### config.mk
export PLATFORM = sky130hd
export DESIGN_NAME = lhrt_region_ram
export DESIGN_NICKNAME = d
export VERILOG_FILES = /design/src/design/lhrt_region_ram.sv
export SDC_FILE = /design/constraint.sdc
export NUM_CORES = 1
export LEC_CHECK = 0
export BUFFER_PORTS_ARGS = -buffer_cell sky130_fd_sc_hd__buf_2
export CORE_UTILIZATION = 30
export CTS_CLUSTER_DIAMETER = 150
export DETAILED_ROUTE_END_ITERATION = 12
export HOLD_SLACK_MARGIN = 0.12
export PLACE_DENSITY = 0.5
export SETUP_SLACK_MARGIN = 0.02
export SLEW_MARGIN = 20
export SYNTH_ARGS = -nofsm -noshare
export SYNTH_HDL_FRONTEND = slang
export SYNTH_SLANG_ARGS = --single-unit
### constraint.sdc
create_clock -name clock -period 2.7 [get_ports clock]
set_input_delay 0.135 -clock clock [delete_from_list [all_inputs] [get_ports clock]]
set_output_delay 0.135 -clock clock [all_outputs]
set_load 0.01 [all_outputs]
### src/design/lhrt_region_ram.sv
// Generic single-port-write, single-port-read synchronous RAM.
// Read data is registered. No dependencies.
`default_nettype none

module lhrt_region_ram #(
   parameter int WIDTH = 8,
   parameter int DEPTH = 64
) (
   input  wire logic                     clock,
   input  wire logic                     wr_en,
   input  wire logic [$clog2(DEPTH)-1:0] wr_addr,
   input  wire logic [WIDTH-1:0]         wr_data,
   input  wire logic                     rd_en,
   input  wire logic [$clog2(DEPTH)-1:0] rd_addr,
   output logic      [WIDTH-1:0]         rd_data
);

   logic [WIDTH-1:0] mem [DEPTH];

   // Write port.
   always_ff @(posedge clock) begin
      if (wr_en) begin
         mem[wr_addr] <= wr_data;
      end
   end

   // Registered read port.
   always_ff @(posedge clock) begin
      if (rd_en) begin
         rd_data <= mem[rd_addr];
      end
   end

endmodule

`default_nettype wire

# == Yosys cells after proc, flatten, opt, wreduce, memory -nomap -nowiden ==
# Memories as Yosys holds them, arrays and structs flattened. A register that Yosys moved wholly into a read port is not among the register bits.
# Cells that the tools add are included.
# totals
inputBits,23
ramBits,512
register_bits,0
memories,1
# memory_table
name,words,width,read_ports,rd_clocked_by_memory_dff,write_ports,line,rtl
mem,64,8,1,1,1,18,logic [WIDTH-1:0] mem [DEPTH];
# op_classes
muxes,2
# op_table
operator,n
2-to-1 mux 1 bit,2

# == Depth between registers and ports, before layout ==
# logic_depth
depth_word,2
depth_mapped,9
mapped_depth_nobuf,5

# == Worst setup path before layout ==
# Ideal clock, no wire load.
# synth_timing
path_type,input to register
startpoint,input port rd_addr[1]
endpoint,"register rd_data[3] (read register of mem), data pin"
path_stages,7
t_arrival_ns,1.675
path_buffers,3
setup_slack_ns,0.759
cell_sequence,buf_4 -> buf_2 -> buf_2 -> mux4_2 -> mux4_2 -> o21ai_1 -> o41ai_1
# synth_lines
element,line,rtl
from (decl),14,"input wire logic [$clog2(DEPTH)-1:0] rd_addr,"
to (decl),15,output logic [WIDTH-1:0] rd_data

==> results.txt <==
----------------------------------------------------
[CTS]
  Clock insertion delay at the later pin of the skew report ... 0.60 ns
  Max Root-Sink Buffers ... 3
  Clock slew at the register clock pins of the worst setup and hold paths ... 0.06 ns
  CTS sink count ... 520
  CTS Root Cell ... sky130_fd_sc_hd__clkbuf_16
  Number of H-tree branching levels ... 2
  Post-cts resize count ... 0
  Postcts setup bufs ... 0
  Cts bufs inserted ... 53
  CTS tree ... done

[Global routing]
  Largest net degree at the start of global routing ... 65
  Total track usage ... 0.148
  Residual overflow from global routing ... 0
  Vias in the first global route ... 10200
  Initial antenna violation count ... 3
  Wire length of the first global-routing pass ... 72200 µm

[Pwr]
  Share of power burned in registers ... 0.530
  Internal power consumption ... 13.3 mW
  Highest ir drop seen on vdd ... 0.000386 V
  Power density of the placed cells ... 708 nW/µm²
  Clock network power share ... 0.416
  Leakage power figure ... 7.57 nW
  Fraction of power spent switching nets ... 0.214
  Combinational group share of total power ... 0.054
  Sw power ... 3.62 mW

[Synth]
  Ys Warns ... 0
  Flip-flop and latch count after synthesis ... 520
  Share of flip-flops with an asynchronous set or reset after synthesis ... 0
  Post-synth top flop ... sky130_fd_sc_hd__edfxtp_1
  Number of instances in the synthesized netlist ... 940
  Syn_nets ... 963
  Mean post-synth cell area ... 21.5 µm²
  Count of flip-flops with a built-in enable after synthesis ... 520
  Combined area of all synthesized cells ... 20200 µm²
  Share of synthesized area occupied by flip-flops and latches ... 0.771
  Number of distinct library cells after synthesis ... 39

[Floorplan]
  X dimension of the die ... 262 µm
  Number of cell rows ... 94
  Die Area ... 68500 µm²
  Number of I/O pins ... 31
  Core area ... 66200 µm²
  Height of the die ... 262 µm
  Initial cell density of the core ... 0.306

[Setup path]
  Critical path arrival ... 2.58 ns
  Flop-to-flop setup slack ... 0.45 ns
  Type of destination of the critical path ... flop
  Worst setup SP type ... flop
  Type of the worst setup path ... flop to flop
  Data required time at the worst endpoint ... 3.03 ns
  Reg-to-reg endpoint ... rd_data[6]
  Maximum fanout along the worst path ... 1
  Crit path launch ... mem[21][6]
  Crit Reg-Reg Startpoint ... mem[21][6]
  Critical path capture point ... rd_data[6]
  Number of cells on the worst reg-to-reg path ... 5

[Final layout]
  Multi-input combinational cell area ... 4320 µm²
  Post-route core utilization ... 0.361
  Fin cells ... 2005
  Synthesis-to-finish area growth ... 18.1%
  Sequential standard cell area ... 15600 µm²
  Net total in the final layout ... 1120
  Share of layout cells above drive strength 1 ... 0.317
  Filler instances ... 6090

[Timing]
  Tmin final ... 2.25 ns
  Setup WS post-layout ... 0.447 ns
  Post-Route Hold Slack ... 0.159 ns
  Setup Total Neg Slack ... 0 ns
  Max-slew headroom at the worst pin ... 0.424
  Unrepaired setup endpoints after global routing ... false
  Final setup violation count ... 0
  Final clock period utilization by the worst path ... 0.834
  Peak Freq ... 444 MHz
  Setup Skew ... 0.0149 ns
  Hold violation total from the final report ... 0
  Transition time at the pin with the least slew margin ... 0.864 ns
  Number of pins with negative max-slew slack in the final report ... 0

[Drt]
  Drt total wl ... 49500 µm
  Remaining number of nets flagged by the antenna check after routing ... 0
  Routed wire length per instance ... 24.7 µm
  Post-detailed-route via-to-cell ratio ... 4.88
  Number of DRC markers after the initial detailed-route iteration ... 750
  Number of vias in the routed layout ... 9781
  DRC Markers ... 0
  First-pass detailed-route iteration total ... 5

[Placement]
  Dpl hpwl ... 31200 µm
  Count of buffers inserted at the top-level ports ... 30
  Placed instance count ... 1897
  Placement Setup Slack ... 0.0596 ns
  Final RePlAce weighted congestion ... 0.786

[Min path]
  Hold WC Path Type ... input port to flop

[Run]
  Max_cap viols ... 0

[Status]
  Result of the run ... completed

----------------------------------------------------
registers in the layout (all words and copies together), names as in the netlist:
name and count:
rd_data 8, mem 512
Yosys cell counts, types with 4 or more instances:
library cell,instances,area [µm²]
sky130_fd_sc_hd__mux4_2,126,2840
sky130_fd_sc_hd__nand2_1,19,71.3
sky130_fd_sc_hd__nor3_1,7,35.0
sky130_fd_sc_hd__o221ai_1,8,70.1
sky130_fd_sc_hd__a211oi_1,4,30.0
sky130_fd_sc_hd__o22ai_1,8,50.1
sky130_fd_sc_hd__clkbuf_1,17,63.8
sky130_fd_sc_hd__a221oi_1,6,52.6
sky130_fd_sc_hd__buf_4,13,97.6
sky130_fd_sc_hd__mux2i_1,23,230
sky130_fd_sc_hd__buf_6,4,45.0
sky130_fd_sc_hd__nand2b_1,7,43.8
sky130_fd_sc_hd__nor2b_1,14,87.6
sky130_fd_sc_hd__buf_1,4,15.0
sky130_fd_sc_hd__edfxtp_1,520,15600
sky130_fd_sc_hd__mux2_2,13,146
sky130_fd_sc_hd__buf_2,11,55.1
sky130_fd_sc_hd__nand3_1,13,65.1
sky130_fd_sc_hd__nor2_1,83,312
metal layers:
layer / share of wire / global-route usage
met1: 0.45 / 0.203
met2: 0.48 / 0.236
met4: 0.023 / 0.0447
met3: 0.053 / 0.0322
met5: 0.00036 / 0
per-stage QoR:
stage / power [mW] / cell area, µm²
2_1_floorplan: 9.62 / 20200
3_3_place_gp: 10.1 / 22200
3_5_place_dp: 10.1 / 22200
4_1_cts: 17.1 / 23900
5_1_grt: 17.4 / 23900
6_report: 16.9 / 23900
placed cells by master, fill, tap and decap left out, drive strengths merged, types with 2 or more instances in the layout:
cell type    synthesis  routed
nor3                 7       7
o2bb2ai              3       3
clkbuf              17      67
a2111oi              2       2
nor2b               14      14
a22oi                3       3
mux2i               23      23
clkinvlp             0       3
nor2                83      83
o22ai                8       8
nand3               13      13
buf                 34     143
nand3b               3       3
bufinv               0       4
nor4                 2       2
a21oi                3       3
nand2               19      19
o221a                2       2
o221ai               8       8
edfxtp             520     520
clkinv               0      24
o21a                 2       2
nand2b               7       7
a221oi               6       6
dlygate4sd3          0       9
nand4                2       2
mux4               126     126
a211oi               4       4
o32ai                2       2
o21ai                4       4
o41ai                2       2
o2111ai              3       3
mux2                13      13
cell families after synthesis:
kind of cell	Yosys count	share of synthesized area
mux	162	0.159
simple gates	153	0.0337
compound gates	54	0.0206
buf+inv	51	0.0156
flops	520	0.771
how the worst min path moves through the flow:
stage,cells after the start,from,endpoint
finish,1,wr_data[1],mem[37][1]
global route,1,wr_data[1],mem[37][1]
CTS,3,wr_en,mem[51][1]
detailed placement,1,rd_en,rd_data[3]
global placement,1,rd_en,rd_data[4]
floorplan,0,wr_data[0],mem[0][0]
timing repair:
item,in CTS,in global routing
endpoints found under the setup margin,0,0
hold endpoints to repair,104,0
hold buffers,9,0
critical path, stage by stage (launching register included):
cell                       delay [ns]
sky130_fd_sc_hd__edfxtp_1        0.35
sky130_fd_sc_hd__mux4_2          0.48
sky130_fd_sc_hd__mux2_2          0.30
sky130_fd_sc_hd__o221a_2         0.27
sky130_fd_sc_hd__nor3_1          0.43
sky130_fd_sc_hd__o32ai_1         0.16
layout make-up:
cell class,instances,share of cell area
Antenna cell,1,0.000105
Clock buffer,66,0.0575
Clock inverter,32,0.0118
Multi-Input combinational cell,369,0.181
Sequential cell,520,0.653
Tap cell,864,0.0452
Timing Repair Buffer,153,0.0517
power by group through the flow:
stage               Sequential [mW]  Clock, mW  Combinational [mW]
floorplan                      9.14          0               0.476
global placement               9.15          0               0.911
detailed placement             9.15          0               0.922
CTS                            8.98       7.22               0.933
global route                   8.98       7.50               0.974
finish                         8.98       7.05               0.908
Note: power is estimated with default switching activity, not from simulation.
