## src/design/lhrt_pkg.sv

```systemverilog
// Shared types and constants for the layered hit region table.
// Used by every module of the block but lhrt_region_ram; depends on nothing.
`default_nettype none

package lhrt_pkg;

   // Table sizes.
   localparam int MAX_REGIONS = 64;
   localparam int MAX_LEVELS  = 16;

   // Derived widths: region address, region count (0..MAX_REGIONS), level index.
   localparam int REG_AW = $clog2(MAX_REGIONS);
   localparam int CNT_W  = $clog2(MAX_REGIONS + 1);
   localparam int LVL_W  = $clog2(MAX_LEVELS);

   // Field widths.
   localparam int POS_W  = 15;
   localparam int EDGE_W = POS_W + 1;
   localparam int CODE_W = 16;

   // Command codes.
   typedef enum logic [3:0] {
      CMD_QUERY        = 4'd0,
      CMD_ADD          = 4'd1,
      CMD_OPEN_HIDING  = 4'd2,
      CMD_OPEN_STACKED = 4'd3,
      CMD_CLOSE        = 4'd4,
      CMD_SHOW_MORE    = 4'd5,
      CMD_SHOW_FEWER   = 4'd6,
      CMD_HIDE_OLD     = 4'd7,
      CMD_CLEAR        = 4'd8
   } cmd_type;

   // Control register indexes.
   typedef enum logic [0:0] {
      CSR_ENTER_CODE    = 1'b0,
      CSR_MODIFIER_MASK = 1'b1
   } csr_idx_type;

   // Sequencer states.
   typedef enum logic [2:0] {
      ST_IDLE,
      ST_EXEC,
      ST_LOAD_LO,
      ST_SCAN,
      ST_DONE
   } state_type;

   // One stored region: edges and key.
   typedef struct packed {
      logic [POS_W-1:0]  left;
      logic [POS_W-1:0]  top;
      logic [EDGE_W-1:0] right;
      logic [EDGE_W-1:0] bottom;
      logic [CODE_W-1:0] key;
   } region_type;

   // Update request to the level stack.
   typedef struct packed {
      logic             valid;
      cmd_type          cmd;
      logic [CNT_W-1:0] value;
   } ls_upd_type;

   // One result beat.
   typedef struct packed {
      logic [CODE_W-1:0] code_out;
      logic              hit;
      logic              refused;
   } result_type;

endpackage

`default_nettype wire

```

## src/design/lhrt_ctrl.sv

```systemverilog
// Sequencer: captures an input beat, edits the table or scans the region RAM.
// Depends on lhrt_pkg; drives lhrt_level_stack and lhrt_region_ram.
`default_nettype none

module lhrt_ctrl (
   input  wire logic                        clock,
   input  wire logic                        reset,
   input  wire logic                        req_valid,
   output logic                             req_ready,
   input  wire logic [3:0]                  req_cmd,
   input  wire logic [lhrt_pkg::POS_W-1:0]  req_pos_x,
   input  wire logic [lhrt_pkg::POS_W-1:0]  req_pos_y,
   input  wire logic [lhrt_pkg::POS_W-1:0]  req_size_x,
   input  wire logic [lhrt_pkg::POS_W-1:0]  req_size_y,
   input  wire logic [lhrt_pkg::CODE_W-1:0] req_code_in,
   input  wire logic [lhrt_pkg::CODE_W-1:0] enter_code,
   input  wire logic [lhrt_pkg::CODE_W-1:0] modifier_mask,
   output logic      [lhrt_pkg::LVL_W-1:0]  ls_rd_lvl,
   input  wire logic [lhrt_pkg::CNT_W-1:0]  ls_rd_data,
   input  wire logic [lhrt_pkg::LVL_W-1:0]  level_count,
   input  wire logic [lhrt_pkg::LVL_W-1:0]  visible_levels,
   output lhrt_pkg::ls_upd_type             ls_upd,
   output logic                             ram_wr_en,
   output logic      [lhrt_pkg::REG_AW-1:0] ram_wr_addr,
   output lhrt_pkg::region_type             ram_wr_data,
   output logic                             ram_rd_en,
   output logic      [lhrt_pkg::REG_AW-1:0] ram_rd_addr,
   input  wire lhrt_pkg::region_type        ram_rd_data,
   output logic                             res_valid,
   output lhrt_pkg::result_type             res,
   input  wire logic                        res_take
);
   import lhrt_pkg::*;

   state_type         state_ff, state_in;
   cmd_type           cmd_ff, cmd_in;
   logic [POS_W-1:0]  px_ff, px_in, py_ff, py_in;
   logic [POS_W-1:0]  sx_ff, sx_in, sy_ff, sy_in;
   logic [CODE_W-1:0] code_ff, code_in;
   logic [CNT_W-1:0]  hi_ff, hi_in;
   logic [CNT_W-1:0]  idx_ff, idx_in;
   logic              pend_ff, pend_in;
   result_type        res_ff, res_in;
   logic              encloses;

   // Enclosure test on the entry read in the previous cycle.
   assign encloses = (ram_rd_data.left <= px_ff) && (ram_rd_data.top <= py_ff)
                  && (ram_rd_data.right > {1'b0, px_ff})
                  && (ram_rd_data.bottom > {1'b0, py_ff});

   assign res = res_ff;

   // Next state and outputs.
   always_comb begin
      state_in    = state_ff;
      cmd_in      = cmd_ff;
      px_in       = px_ff;
      py_in       = py_ff;
      sx_in       = sx_ff;
      sy_in       = sy_ff;
      code_in     = code_ff;
      hi_in       = hi_ff;
      idx_in      = idx_ff;
      pend_in     = pend_ff;
      res_in      = res_ff;
      req_ready   = 1'b0;
      res_valid   = 1'b0;
      ls_rd_lvl   = level_count;
      ls_upd      = '0;
      ram_wr_en   = 1'b0;
      ram_wr_addr = ls_rd_data[REG_AW-1:0];
      ram_wr_data.left   = px_ff;
      ram_wr_data.top    = py_ff;
      ram_wr_data.right  = {1'b0, px_ff} + {1'b0, sx_ff};
      ram_wr_data.bottom = {1'b0, py_ff} + {1'b0, sy_ff};
      ram_wr_data.key    = code_ff;
      ram_rd_en   = 1'b0;
      ram_rd_addr = idx_ff[REG_AW-1:0];

      unique case (state_ff)
         ST_IDLE: begin
            req_ready = !reset;
            if (req_valid) begin
               cmd_in   = cmd_type'(req_cmd);
               px_in    = req_pos_x;
               py_in    = req_pos_y;
               sx_in    = req_size_x;
               sy_in    = req_size_y;
               code_in  = req_code_in;
               state_in = ST_EXEC;
            end
         end

         // Read the end of the top level and act on the command.
         ST_EXEC: begin
            res_in   = '0;
            state_in = ST_DONE;
            unique case (cmd_ff)
               CMD_QUERY: begin
                  if ((code_ff & ~modifier_mask) != enter_code) begin
                     res_in.code_out = code_ff;
                  end else begin
                     res_in.code_out = enter_code;
                     hi_in           = ls_rd_data;
                     state_in        = ST_LOAD_LO;
                  end
               end
               CMD_ADD: begin
                  if (ls_rd_data >= CNT_W'(MAX_REGIONS)) begin
                     res_in.refused = 1'b1;
                  end else begin
                     ram_wr_en    = 1'b1;
                     ls_upd.valid = 1'b1;
                     ls_upd.cmd   = CMD_ADD;
                     ls_upd.value = ls_rd_data + CNT_W'(1);
                  end
               end
               CMD_OPEN_HIDING, CMD_OPEN_STACKED, CMD_CLOSE, CMD_SHOW_MORE,
               CMD_SHOW_FEWER, CMD_HIDE_OLD, CMD_CLEAR: begin
                  ls_upd.valid = 1'b1;
                  ls_upd.cmd   = cmd_ff;
                  ls_upd.value = ls_rd_data;
               end
               default: begin
               end
            endcase
         end

         // Read the start of the lowest visible level.
         ST_LOAD_LO: begin
            ls_rd_lvl = level_count - visible_levels;
            idx_in    = ls_rd_data;
            pend_in   = 1'b0;
            state_in  = ST_SCAN;
         end

         // One RAM read issued and one entry tested per cycle.
         ST_SCAN: begin
            if (pend_ff && encloses) begin
               res_in.code_out = ram_rd_data.key;
               res_in.hit      = 1'b1;
               pend_in         = 1'b0;
               state_in        = ST_DONE;
            end else if (idx_ff < hi_ff) begin
               ram_rd_en = 1'b1;
               idx_in    = idx_ff + CNT_W'(1);
               pend_in   = 1'b1;
            end else begin
               pend_in  = 1'b0;
               state_in = ST_DONE;
            end
         end

         ST_DONE: begin
            res_valid = 1'b1;
            if (res_take) begin
               state_in = ST_IDLE;
            end
         end

         default: begin
            state_in = ST_IDLE;
         end
      endcase
   end

   // Control registers.
   always_ff @(posedge clock) begin
      if (reset) begin
         state_ff <= ST_IDLE;
         pend_ff  <= 1'b0;
      end else begin
         state_ff <= state_in;
         pend_ff  <= pend_in;
      end
   end

   // Payload registers.
   always_ff @(posedge clock) begin
      cmd_ff  <= cmd_in;
      px_ff   <= px_in;
      py_ff   <= py_in;
      sx_ff   <= sx_in;
      sy_ff   <= sy_in;
      code_ff <= code_in;
      hi_ff   <= hi_in;
      idx_ff  <= idx_in;
      res_ff  <= res_in;
   end

   // The region RAM is read only while scanning.
   a_rd_in_scan: assert property (@(posedge clock) disable iff (reset)
      ram_rd_en |-> state_ff == ST_SCAN)
      else $error("region read outside a scan");

   // The scan pointer never passes the end of the top level.
   a_idx_bound: assert property (@(posedge clock) disable iff (reset)
      state_ff == ST_SCAN |-> idx_ff <= hi_ff)
      else $error("scan pointer beyond top level");

   // A refusal belongs to an add and a hit to a query, never both.
   a_res_kind: assert property (@(posedge clock) disable iff (reset)
      state_ff == ST_DONE |-> (!res_ff.refused || cmd_ff == CMD_ADD)
                           && (!res_ff.hit || cmd_ff == CMD_QUERY))
      else $error("result flag does not match command");

endmodule

`default_nettype wire

```

## config.mk

```make
export PLATFORM = sky130hd
export DESIGN_NAME = lhrt_ctrl
export DESIGN_NICKNAME = d
export VERILOG_FILES = /design/src/design/lhrt_pkg.sv /design/src/design/lhrt_ctrl.sv
export SDC_FILE = /design/constraint.sdc
export NUM_CORES = 1
export LEC_CHECK = 0
export ABC_CLOCK_PERIOD_IN_PS = 17500
export BUFFER_PORTS_ARGS = -buffer_cell sky130_fd_sc_hd__clkbuf_2
export CAP_MARGIN = 10
export CORE_AREA = 2 2 132 134
export CTS_BUF_LIST = sky130_fd_sc_hd__clkbuf_4
export DETAILED_ROUTE_END_ITERATION = 12
export DIE_AREA = 0 0 134 136
export GPL_ROUTABILITY_DRIVEN = 0
export PLACE_DENSITY = 0.83
export SKIP_LAST_GASP = 1
export SYNTH_ARGS = -nofsm -noshare
export SYNTH_HDL_FRONTEND = slang
export SYNTH_SLANG_ARGS = --single-unit
```

## constraint.sdc

```tcl
create_clock -name clock -period 17.5 [get_ports clock]
set_clock_uncertainty 0.15 [all_clocks]
set_input_delay 2.625 -clock clock [delete_from_list [all_inputs] [get_ports clock]]
set_output_delay 2.625 -clock clock [all_outputs]
set_load 0.02 [all_outputs]
```

# Word level (Yosys, flattened, before mapping)
# Index checks and enable logic that the tools add are counted.
[word_totals] ff_bits=116 word_cells=89
[op_classes] reduce_logical=15 n_eq_ne=19 n_lt_le_gt_ge=6 muxes=28 n_bitwise=3 n_addsub=5
[ops] cell="one-hot mux 17 bit (2 select lines)" n=1
[ops] cell="adder 15 x 15 -> 16 bit" n=2
[ops] cell="> comparator 16 x 15 -> 1 bit" n=2
[ops] cell="two-way mux 16 bit" n=2
[ops] cell="less-or-equal comparator 15 bit" n=2
[ops] cell="two-way mux 12 bit" n=2
[ops] cell="one-hot mux 12 bit (2 select lines)" n=1
[ops] cell="two-way mux 3 bit" n=6
[ops] cell="two-way mux 17 bit" n=1
[ops] cell="AND 16 bit" n=1
[ops] cell="== test 4 x 3 -> 1 bit (second input constant)" n=4
[ops] cell="!= test 16 bit" n=1
[ops] cell="NOT 16 bit" n=1
[ops] cell="one-hot mux 3 bit (5 select lines)" n=1
[ops] cell="adder 7 x 1 -> 7 bit (second input constant)" n=2
[ops] cell="two-way mux 7 bit" n=2
[ops] cell="one-hot mux 7 bit (2 select lines)" n=1
[ops] cell="!= test 2 bit (second input constant)" n=5
[ops] cell="two-way mux 1 bit" n=9
[ops] cell="AND reduction 3 bit" n=3
[ops] cell="== test 4 x 2 -> 1 bit (second input constant)" n=2
[ops] cell="greater-or-equal comparator 7 bit (second input constant)" n=1
[ops] cell="less-than comparator 7 bit" n=1
[ops] cell="OR reduction 7 bit" n=1
[ops] cell="16 further kinds" n=22

# Depth between registers and ports, before layout
# Gate-level depths: netlist (run 1).
[logic_depth] depth_word=7 ltp_mapped=10

# Worst setup path after synthesis (run 1)
# No wires, ideal clock.
[synth_path] kind="input to register" start="input port req_valid" end="register cmd_ff[0], enable pin" slack_ns=8.625 setup_time_ns=0.617 arrival_time_ns=8.108 path_stages=2 path_buffers=0 required_ns=16.733 cell_sequence="nand2b_1 -> nor3_1"
[synth_between] elab_chain_cells=1
[synth_rtl] item="from (decl)" line_no="lhrt_ctrl.sv:8" rtl="input wire logic req_valid,"
[synth_rtl] item="AND reduction 2 bit (no line)"
[synth_rtl] item="to (signal assigned)" line_no="lhrt_ctrl.sv:180" rtl="cmd_ff <= cmd_in;"
[synth_rtl] item="to (decl)" line_no="lhrt_ctrl.sv:36" rtl="cmd_type cmd_ff, cmd_in;"
# Every way passes these cells.
# A chain may end at the register's enable or synchronous reset.

# Worst setup path in the final report (run 1)
[layout_path] start="input port ram_rd_data[45] (netlist name)" end="output port ram_rd_en"
[layout_between] elab_chain_cells=6
[layout_rtl] item="from (decl)" line_no="lhrt_ctrl.sv:28" rtl="input wire lhrt_pkg::region_type ram_rd_data,"
[layout_rtl] item="> comparator 16 x 15 -> 1 bit" line_no="lhrt_ctrl.sv:48" rtl="&& (ram_rd_data.right > {1'b0, px_ff})"
[layout_rtl] item="logical AND 1 bit" line_no="lhrt_ctrl.sv:48"
[layout_rtl] item="logical AND 1 bit" line_no="lhrt_ctrl.sv:49" rtl="&& (ram_rd_data.bottom > {1'b0, py_ff});"
[layout_rtl] item="logical AND 1 bit" line_no="lhrt_ctrl.sv:139" rtl="if (pend_ff && encloses) begin"
[layout_rtl] item="two-way mux 1 bit" line_no="lhrt_ctrl.sv:139"
[layout_rtl] item="two-way mux 1 bit" line_no="lhrt_ctrl.sv:80" rtl="unique case (state_ff)"
[layout_rtl] item="to (decl)" line_no="lhrt_ctrl.sv:26" rtl="output logic ram_rd_en,"
# Every way passes these cells.

==> impl_results.md, run 1 <==
* # Max-Cap Violations at 0
* Largest net degree at the start of global routing at between 40 and 50
* Register bit total from synthesis at around 120
* Async SR Flop Fraction at 0%
* Post-route minimum period at ~7.4 ns
* H-tree Lvls at 4
* Setup Fix Bufs, Post-CTS at 0
* Drt total wl at 21.7 mm
* Crit Path Max Fanout at 5
* Min-delay worst type: reg2reg
* Final nets at 1,376
* Avg Synthesized Cell Area at approximately 11 um2
* Vias post-DR at 6,778
* Leakage power at roughly 4.6 nW
* Io pins at roughly 340
* F_max at 0.135 GHz
* EDFF count, synth at about 110
* Worst setup EP type: output port
* HPWL after detailed placement at 17.9 mm
* Power Density at approximately 86 nW/um2
* Switching share of total power at about a third
* Worst Hold Depth at 2
* Layout cells sized above 1 at a little over a third
* Netlist cell types at 56
* Sequential share of the synthesized area at about 45%
* Post-CTS Hold Buffers at 0
* Setup Viol. Count Final at 0
* Mapped Area at ~7700 um2
* Synth Instances at ~720
* Worst hold margin at between 0.4 and 0.5 ns
* Post-CTS Resized at 0
* Final Power at 0.854 mW
* Setup CP Type: in2out
* Register area at 3440 um2
* Vias in the first global route at approximately 6.7k
* Hold EP: pend_ff
* Layout area overhead at 28.5%
* Initial Utilization at 45.8%
* Die span in x at about 130 um
* Final instance area at roughly 9900 um2
* Multi-input gate area at 3960 um2
* Status: finished clean
* Drt drc at 0
* Buffers on Ports at 336
* Via/cell ratio at around 5.2
* Hold_sp: pend_ff
* Antenna viol nets, final at 0
* Root Driver: clkbuf_4
* Clk network pwr share at between 20% and 30%
* CTS clk-pin slew, worst paths at roughly 0.11 ns
* Sequential fraction of design power at around 40%
* TritonCTS clock tree: done
* Detailed router's first-iteration violation count at 394
* Setup_tns at 0 ns
* Internal Power at around 0.56 mW
* Final hold vios at 0
* Initial antenna violation count at 2
* First drt pass iteration count at 5
* Num rows at 48
* NetSw at 0.297 mW
* Die footprint at between 15,000 and 20,000 um2
* Register-to-Register Path Depth at 8
* First-pass GRT wire length at around 33 mm
* Crit path DAT at between 4 and 5 ns
* Critical Path RT at between 10 and 15 ns
* Wirelength per Cell at around 17 um
* Worst Setup Start Kind: primary input
* Relative slew slack at roughly 30%
* Post-Place Cell Area at 9600 um2
* Worst R2R Setup Slack at roughly 14 ns
* GR Util All Layers at roughly a quarter
* End of the worst register-to-register path: res[2]
* Mapped Nets at ~1.0k
* RR Startpoint: px_ff[13]
* Slew Limit Fails at 0
* Core area at 16,900 um2
* # clock sinks at between 100 and 150
* Slew @ Worst Pin at 1.05 ns
* Period utilization at a little over two fifths
* Clock buffer depth at 2
* Fillers at between 1k and 1.5k
* Combinational share of power at 32.9%
* RSZ-0062 raised after global routing: false
* Grt ovf at 0
* Num CTS Buffers at 17
* Maximum VDD drop at 0.0574 mV
* Ys flop type: edfxtp_1
* Die Y at roughly 140 um
* Clock latency on the worst-skew pair at 0.53 ns
* Yosys warning total at 0
power by group through the flow:
stage	Clock, mW	Combinational (mW)	Sequential, mW
floorplan	0	0.164	0.370
global placement	0	0.273	0.353
detailed placement	0	0.280	0.354
CTS	0.231	0.282	0.348
global route	0.238	0.308	0.351
finish	0.225	0.281	0.348
worst max-delay path: stages:
cell and delay [ns]:
clkbuf_2 0.08, ha_1 0.28, a21o_1 0.16, a211oi_1 0.22
o21ai_0 0.12, a211oi_1 0.53, a2111oi_4 0.11, a21oi_2 0.27
clkbuf_2 0.23
registers in the layout (all words and copies together), names as in the netlist:
| name | cells |
|---|---|
| cmd_ff | 4 |
| code_ff | 16 |
| hi_ff | 7 |
| idx_ff | 7 |
| pend_ff | 1 |
| px_ff | 15 |
| py_ff | 15 |
| res | 18 |
| state_ff | 3 |
| sx_ff | 15 |
| sy_ff | 15 |
through the flow:
step	cells	setup slack (ns)	util (%)
after floorplan	722	8.63	-
after global placement	1268	10.16	56.9
after detailed placement	1268	10.11	56.9
after CTS	1300	10.10	58.8
after global routing	1301	10.01	58.8
final	1301	10.10	58.8
area by class of cell:
cell class,instances,share of cell area [%]
repair buffers,339,17.2
multi-input cells,531,39.8
clock inverters,13,1.84
inverters,57,2.16
well taps,225,2.84
flip-flops and latches,116,34.7
clock buffers,19,1.44
diodes,1,0.0252
routing by layer:
layer	wire, um	GRT usage (%)
met1	8600	27.9
met2	10700	40.5
met3	1640	5.85
met4	736	11.1
met5	13	0
cells in the final DEF, fill, tap and decap left out, types with 12 or more instances in the layout:
cell type | netlist | layout
o21ai_0 | 33 | 33
clkbuf_2 | 0 | 336
nand4_1 | 14 | 14
clkbuf_4 | 0 | 19
nand3_1 | 15 | 15
mux2i_1 | 16 | 16
inv_1 | 56 | 56
xnor2_1 | 39 | 39
a21oi_1 | 44 | 43
nor2_1 | 39 | 39
edfxtp_1 | 112 | 112
o21ai_1 | 16 | 16
nor2b_1 | 21 | 21
a21o_1 | 12 | 12
nand2_1 | 54 | 54
nor3_1 | 18 | 17
ha_1 | 102 | 102
worst max path at each step:
stage / startpoint / endpoint / slack [ns] / cells past startpoint
final: ram_rd_data[45] / ram_rd_en / 10.10 / 9
after CTS: ram_rd_data[45] / ram_rd_en / 10.10 / 9
after global placement: ram_rd_data[45] / ram_rd_en / 10.16 / 9
after detailed placement: ram_rd_data[45] / ram_rd_en / 10.11 / 9
after floorplan: req_valid / cmd_ff[0] / 8.63 / 2
after global routing: ram_rd_data[45] / ram_rd_en / 10.01 / 9
cells in the mapped netlist (4+ instances only):
cell type	instances	share of area, %
edfxtp_1	112	44
ha_1	102	17
inv_1	56	2.7
nand2_1	54	2.6
a21oi_1	44	2.9
nor2_1	39	1.9
xnor2_1	39	4.4
o21ai_0	33	2.1
nor2b_1	21	1.7
nor3_1	18	1.2
mux2i_1	16	2.1
o21ai_1	16	1.0
nand3_1	15	0.97
nand4_1	14	1.1
a21o_1	12	1.2
buf_4	12	1.2
a211oi_1	10	0.97
nand2b_1	10	0.81
xor2_1	10	1.1
and3_1	8	0.65
or3_1	7	0.57
and2_1	6	0.49
o21a_1	6	0.58
a2111oi_0	5	0.57
o211ai_1	5	0.49
a31oi_1	4	0.32
clkbuf_1	4	0.19
dfxtp_1	4	1.0
nand3b_1	4	0.39
kinds of logic (layout without fill, tap and decap cells):
family                   count (synthesis)  in the layout  synth area share [%]
AO/OA/AOI/OAI                          152            152                  12.3
adder cells (fa/ha/maj)                105            105                  17.3
flip-flops                             116            116                  44.6
multiplexers                            16             16                  2.07
XOR/XNOR                                49             49                  5.56
other                                    0              1                     0
buffers and inverters                   75            428                  4.33
AND/OR/NAND/NOR                        209            209                  13.9
No activity file was read; power rests on OpenSTA's default activity.
==> run 2: changes to the inputs <==
--- a/config.mk
+++ b/config.mk
@@ -5,15 +5,16 @@
 export SDC_FILE = /design/constraint.sdc
 export NUM_CORES = 1
 export LEC_CHECK = 0
-export ABC_CLOCK_PERIOD_IN_PS = 17500
+export ABC_AREA = 1
+export ABC_CLOCK_PERIOD_IN_PS = 6970
 export BUFFER_PORTS_ARGS = -buffer_cell sky130_fd_sc_hd__clkbuf_2
 export CAP_MARGIN = 10
-export CORE_AREA = 2 2 132 134
+export CORE_AREA = 2 2 129 131
 export CTS_BUF_LIST = sky130_fd_sc_hd__clkbuf_4
 export DETAILED_ROUTE_END_ITERATION = 12
-export DIE_AREA = 0 0 134 136
+export DIE_AREA = 0 0 131 133
 export GPL_ROUTABILITY_DRIVEN = 0
-export PLACE_DENSITY = 0.83
+export PLACE_DENSITY = 0.87
 export SKIP_LAST_GASP = 1
 export SYNTH_ARGS = -nofsm -noshare
 export SYNTH_HDL_FRONTEND = slang
==> constraint.sdc (replaced) <==
create_clock -name clock -period 6.97 [get_ports clock]
set_clock_uncertainty 0.15 [all_clocks]
set_input_delay 1.0455 -clock clock [delete_from_list [all_inputs] [get_ports clock]]
set_output_delay 1.0455 -clock clock [all_outputs]
set_load 0.02 [all_outputs]
==> run 2 against run 1 <==
Net effect: count of clock-buffer cells in the layout shrank 2; final area is 1.7% higher; clock power increased by 150%; highest routed layer is now met4.
==> impl_results.md, run 2 <==
* Total placed cells including tap cells at 1,408 (+11%)
* Buffers on Ports at 336 (unchanged)
* Num rows at 47 (-2.1%)
* Io pins at 337 (unchanged)
* Drt drc at 0 (unchanged)
* Slew @ Worst Pin at 0.987 ns (-0.0590 ns)
* HPWL after detailed placement at 18.8 mm (+4.7%)
* Setup_tns at 0 ns (unchanged)
* Min-delay worst type: reg2reg
* H-tree Lvls at 4 (unchanged)
* Worst R2R Setup Slack at 4.23 ns (-9.86 ns)
* Final Power at 2.46 mW (+190%)
* Yosys warning total at 0 (unchanged)
* Slew Limit Fails at 0 (unchanged)
* F_max at between 0.2 and 0.25 GHz
* Final nets at 1,521 (+11%)
* Hold_sp: pend_ff
* Detailed router's first-iteration violation count at 484 (+23%)
* Count leader, synth: nand2_1
* Relative slew slack at 34.1% (+3.8 points)
* Leakage power at 5.12 nW (+11%)
* Clock latency on the worst-skew pair at 0.54 ns (about the same)
* Netlist cell types at 44 (-21%)
* Post-CTS Resized at 0 (unchanged)
* Commonest cells after routing, fill and taps aside: 336 x clkbuf_2, 165 x nand2_1, 124 x inv_1, 112 x edfxtp_1, 102 x ha_1
* Hold EP: pend_ff
* Register bit total from synthesis at 116 (unchanged)
* Layout cells sized above 1 at 31.7% (-3.6 points)
* Crit Path Max Fanout at 4 (-1)
* Mapped Area at 7920 um2 (+2.6%)
* Ys flop type: edfxtp_1
* Core area at 16,200 um2 (-4.2%)
* Worst Setup Start Kind: flip-flop
* Power Density at 243 nW/um2 (+180%)
* Num CTS Buffers at 17 (unchanged)
* Initial Utilization at 49.0% (+3.2 points)
* Wirelength per Cell at 15.8 um (-5.4%)
* Post-route minimum period at around 4.2 ns
* First drt pass iteration count at 5 (unchanged)
* Commonest non-fill, non-tap cell in the layout: clkbuf_2
* RR Startpoint: px_ff[1]
* Fillers at 1,358 (-3.0%)
* Initial antenna violation count at 3 (+1)
* Sequential share of the synthesized area at 43.5% (-1.1 points)
* Final hold vios at 0 (unchanged)
* Mapped Nets at 1,182 (+14%)
* Vias post-DR at 7,474 (+10%)
* Layout area overhead at 27.4%
* Synth top area cells: edfxtp_1 42%, ha_1 16%, nand2_1 7.8%
* Area fraction of the dominant cell type after synthesis at 42.5% (-1.1 points)
* Vias in the first global route at 7,487 (+12%)
* End of the worst register-to-register path: res[17]
* Setup CP Type: reg2out
* Post-CTS Hold Buffers at 0 (unchanged)
* Via/cell ratio at 5.19 (-0.44%)
* Crit path DAT at 2.98 ns (-1.65 ns)
* Die span in x at 131 um (-2.2%)
* Setup Viol. Count Final at 0 (unchanged)
* TritonCTS clock tree: done
* # Max-Cap Violations at 0 (unchanged)
* CTS clk-pin slew, worst paths at 0.12 ns (about the same)
* Layout Cells excl Fill at 1,441 (+11%)
* Avg Synthesized Cell Area at 9.13 um2 (-15%)
* Die Y at 133 um (-2.2%)
* Max FFs per register at 18 (unchanged)
* Setup Fix Bufs, Post-CTS at 0 (unchanged)
* GR Util All Layers at 25.8% (+2.2 points)
* Die footprint at 17,400 um2 (-4.4%)
* Largest net degree at the start of global routing at 48 (+14%)
* Worst setup EP type: output port
* Grt ovf at 0 (unchanged)
* Yosys top cell by area: edfxtp_1
* Worst Hold Depth at 2 (unchanged)
* Maximum VDD drop at 0.176 mV (+210%)
* Synth Instances at 868 (+20%)
* Async SR Flop Fraction at 0% (unchanged)
* Clock buffer depth at 2 (unchanged)
* Register-to-Register Path Depth at 12 (+4)
* Critical Path RT at 5.77 ns (-8.96 ns)
* Root Driver: clkbuf_4
* RSZ-0062 raised after global routing: false
* EDFF count, synth at 112 (unchanged)
* Drt total wl at 22.8 mm (+4.7%)
* Antenna viol nets, final at 0 (unchanged)
* # clock sinks at 116 (unchanged)
* Status: finished clean
* Top post-synthesis cells by count: 165 x nand2_1, 124 x inv_1, 112 x edfxtp_1
* Period utilization at 59.9%
* First-pass GRT wire length at 34.7 mm (+4.6%)
==> run 2: logic make-up (layout without fill, tap and decap cells) <==
kind of cell | Yosys count | after routing | share of synthesized area (%)
XOR/XNOR | 46 | 46 | 5.09
buffers and inverters | 148 | 498 | 7.76
AO/OA/AOI/OAI | 167 | 167 | 11.5
AND/OR/NAND/NOR | 286 | 286 | 15.3
flip-flops | 116 | 116 | 43.5
adder cells (fa/ha/maj) | 105 | 105 | 16.9
other | 0 | 3 | 0
==> run 2: worst max-delay path by stage <==
stage / from / slack (ns) / endpoint / depth (start not counted)
floorplan: req_valid / 1.89 / cmd_ff[0] / 2
global route: px_ff[0] / 2.52 / ram_wr_data[44] / 10
finish: px_ff[0] / 2.79 / ram_wr_data[44] / 10
detailed placement: ram_rd_data[77] / 2.89 / ram_rd_en / 13
CTS: px_ff[0] / 2.74 / ram_wr_data[44] / 10
global placement: ram_rd_data[77] / 3.03 / ram_rd_en / 13
==> run 2: final cells by class <==
class	count	area, um2	share of cell area (%)
clock buffer	17	128	1.26
sequential	116	3440	34.1
inverter	130	488	4.83
clock inverter	13	184	1.82
timing repair buffer	338	1700	16.8
tap	220	275	2.73
antenna	3	7.51	0.0744
multi-input combinational	604	3870	38.4
==> run 2: metrics by stage <==
step                      hold WS (ns)  util (%)  area [um2]  worst slack, ns
after detailed placement         0.364      60.4        9770             2.89
after CTS                        0.381      62.4       10100             2.74
after global routing             0.407      62.4       10100             2.52
after global placement           0.361      60.4        9770             3.03
final                            0.364      62.4       10100             2.79
after floorplan                  0.286         -        7920             1.89
==> run 2: report_power, final <==
group | switching, mW | internal [mW]
Clock | 0.274 | 0.281
Combinational | 0.637 | 0.339
Sequential | 0.0534 | 0.871
==> run 2: metal layers <==
metal | wire length (um) | global-route usage [%]
met1 | 9000 | 30.1
met2 | 11200 | 43.1
met3 | 1470 | 5.82
met4 | 1080 | 15.1
met5 | 0 | 0
==> run 2: worst max-delay path, cell delays in order, from the launching register on <==
cell and delay [ns]:
edfxtp_1 0.43, ha_1 0.20, inv_1 0.09, fa_1 0.42
o21ai_1 0.28, a21oi_1 0.20, o21ai_2 0.18, a21boi_1 0.12
o21ai_1 0.17, xor2_1 0.17, clkbuf_2 0.19
==> run 3: changes to the inputs <==
--- a/config.mk
+++ b/config.mk
@@ -6,7 +6,7 @@
 export NUM_CORES = 1
 export LEC_CHECK = 0
 export ABC_AREA = 1
-export ABC_CLOCK_PERIOD_IN_PS = 6970
+export ABC_CLOCK_PERIOD_IN_PS = 4000
 export BUFFER_PORTS_ARGS = -buffer_cell sky130_fd_sc_hd__clkbuf_2
 export CAP_MARGIN = 10
 export CORE_AREA = 2 2 129 131
==> constraint.sdc (replaced) <==
create_clock -name clock -period 4 [get_ports clock]
set_clock_uncertainty 0.15 [all_clocks]
set_input_delay 0.6 -clock clock [delete_from_list [all_inputs] [get_ports clock]]
set_output_delay 0.6 -clock clock [all_outputs]
set_load 0.02 [all_outputs]
==> run 3 against run 2 <==
Net effect: clock power up 76%; global-route usage down 0.80 points; combinational power up 74%; flip-flop and latch count unchanged; via count down 2.3%; register-to-register slack worse by 2.8 ns; final area up 0.12%; total power up 74%; core utilization up 0.077 points; die area unchanged; critical path type unchanged; critical endpoint is now ram_wr_data[28]; largest cell class unchanged; largest power group unchanged.
==> impl_results.md, run 3 (synthesis gave the netlist of run 2 again) <==
* Final Power at 4.28 mW (+74%)
* Worst Setup Start Kind: flip-flop
* Initial antenna violation count at 1 (-2)
* Setup_tns at 0 ns (unchanged)
* Drt drc at 0 (unchanged)
* Initial Utilization at 49.0% (unchanged)
* # clock sinks at 116 (unchanged)
* Die footprint at 17,400 um2 (unchanged)
* Root Driver: clkbuf_4
* Post-CTS Hold Buffers at 0 (unchanged)
* Crit path DAT at 3.01 ns (+0.03 ns)
* Max FFs per register at 18 (unchanged)
* Power Density at 424 nW/um2 (+74%)
* GR Util All Layers at 25.0% (-0.80 points)
* Setup CP Type: reg2out
* Wirelength per Cell at 15.2 um (-3.5%)
* Pre-CTS setup slack at 0.904 ns (-1.99 ns)
* Maximum VDD drop at 0.291 mV (+65%)
* Layout area overhead at 27.6%
* Via/cell ratio at 5.06 (-2.4%)
* Leakage power at 5.14 nW (+0.36%)
* Core area at 16,200 um2 (unchanged)
* Worst hold margin at 0.0737 ns (-0.290 ns)
* Vias in the first global route at 7,188 (-4.0%)
* Final nets at 1,522 (+0.066%)
* Antenna viol nets, final at 0 (unchanged)
* HPWL after detailed placement at 18.3 mm (-2.4%)
* Total placed cells including tap cells at 1,409 (+0.071%)
* CTS clk-pin slew, worst paths at 0.12 ns (about the same)
* Clock latency on the worst-skew pair at 0.54 ns (about the same)
* Clock buffer depth at 2 (unchanged)
* Drt total wl at 22.0 mm (-3.4%)
* Fillers at 1,334 (-1.8%)
* Post-route minimum period at approximately 3.8 ns
* Period utilization at between 90% and 100%
* Crit Path Max Fanout at 4 (unchanged)
* Slew Limit Fails at 0 (unchanged)
* Final hold vios at 0 (unchanged)
* Post-CTS Resized at 0 (unchanged)
* Critical Path RT at 3.25 ns (-2.52 ns)
* RSZ-0062 raised after global routing: false
* Worst setup EP type: output port
* Die span in x at 131 um (unchanged)
* Slew @ Worst Pin at 0.903 ns (-0.0841 ns)
* Layout cells sized above 1 at 31.8% (+0.086 points)
* Layout Cells excl Fill at 1,442 (+0.069%)
* Detailed router's first-iteration violation count at 365 (-25%)
* Setup Viol. Count Final at 0 (unchanged)
* Die Y at 133 um (unchanged)
* TritonCTS clock tree: done
* Largest net degree at the start of global routing at 50 (+4.2%)
* H-tree Lvls at 4 (unchanged)
* First drt pass iteration count at 5 (unchanged)
* Commonest non-fill, non-tap cell in the layout: clkbuf_2
* # Max-Cap Violations at 0 (unchanged)
* Buffers on Ports at 336 (unchanged)
* Io pins at 337 (unchanged)
* Grt ovf at 0 (unchanged)
* Setup Fix Bufs, Post-CTS at 0 (unchanged)
* Num rows at 47 (unchanged)
* Commonest cells after routing, fill and taps aside: 336 x clkbuf_2, 165 x nand2_1, 124 x inv_1, 112 x edfxtp_1, 102 x ha_1
* Setup WS post-layout at 0.243 ns (-2.55 ns)
* Min-delay worst type: in2reg
* Num CTS Buffers at 17 (unchanged)
* F_max at between 0.2 and 0.3 GHz
* Relative slew slack at 39.5% (+5.4 points)
* Status: finished clean
* First-pass GRT wire length at 33.7 mm (-3.1%)
* Vias post-DR at 7,301 (-2.3%)
[run 3: cell count changes in the layout (fill, tap and decap cells not counted), sizes merged]
cell      delta
buf          +1
clkbuf       +1
clkinv       +4
clkinvlp     -2
diode        -2
inv          -1
[run 3: path summary, 6_finish.rpt]
kind	end	startpoint	cells past startpoint	slack, ns
max	ram_wr_data[28]	py_ff[0]	10	0.24
min	code_ff[12]	req_code_in[12]	1	0.07
max reg2reg	res[11]	py_ff[14]	11	1.44
min reg2reg	pend_ff	pend_ff	2	0.36
[run 3: report_power, final]
group | switching (mW) | internal, mW
sequential | 0.0901 | 1.52
combinational | 1.11 | 0.592
clock | 0.475 | 0.500
total | 1.67 | 2.61
[run 3: per-stage QoR]
stage / area [um2] / utilization, %
after floorplan: 7920 / -
final: 10100 / 62.5
after global routing: 10100 / 62.5
after detailed placement: 9780 / 60.5
after CTS: 10100 / 62.5
after global placement: 9780 / 60.5
[run 3: layout make-up]
class / instances / area, um2 / share of cell area (%)
multi-input combinational: 604 / 3870 / 38.3
clock buffer: 18 / 135 / 1.34
clock inverter: 14 / 186 / 1.84
inverter: 130 / 488 / 4.83
antenna: 1 / 2.50 / 0.0248
sequential: 116 / 3440 / 34.1
tap: 220 / 275 / 2.72
timing repair buffer: 339 / 1700 / 16.9
[run 3: layer usage]
layer / vias up / global-route usage, % / routed length [um]
li1: 3628 / - / -
met1: 3323 / 29.4 / 8830
met2: 295 / 43.1 / 11100
met3: 55 / 5.70 / 1280
met4: 0 / 11.5 / 767
met5: - / 0 / 0
[run 3: worst max-delay path: stages, from the launching register on]
cell and delay, ns:
edfxtp_1 0.42, ha_1 0.21, inv_1 0.06, fa_1 0.40, o21ai_1 0.23, a21oi_1 0.15, o21ai_1 0.22, a21boi_1 0.14
o21ai_1 0.20, xor2_1 0.22, clkbuf_2 0.21
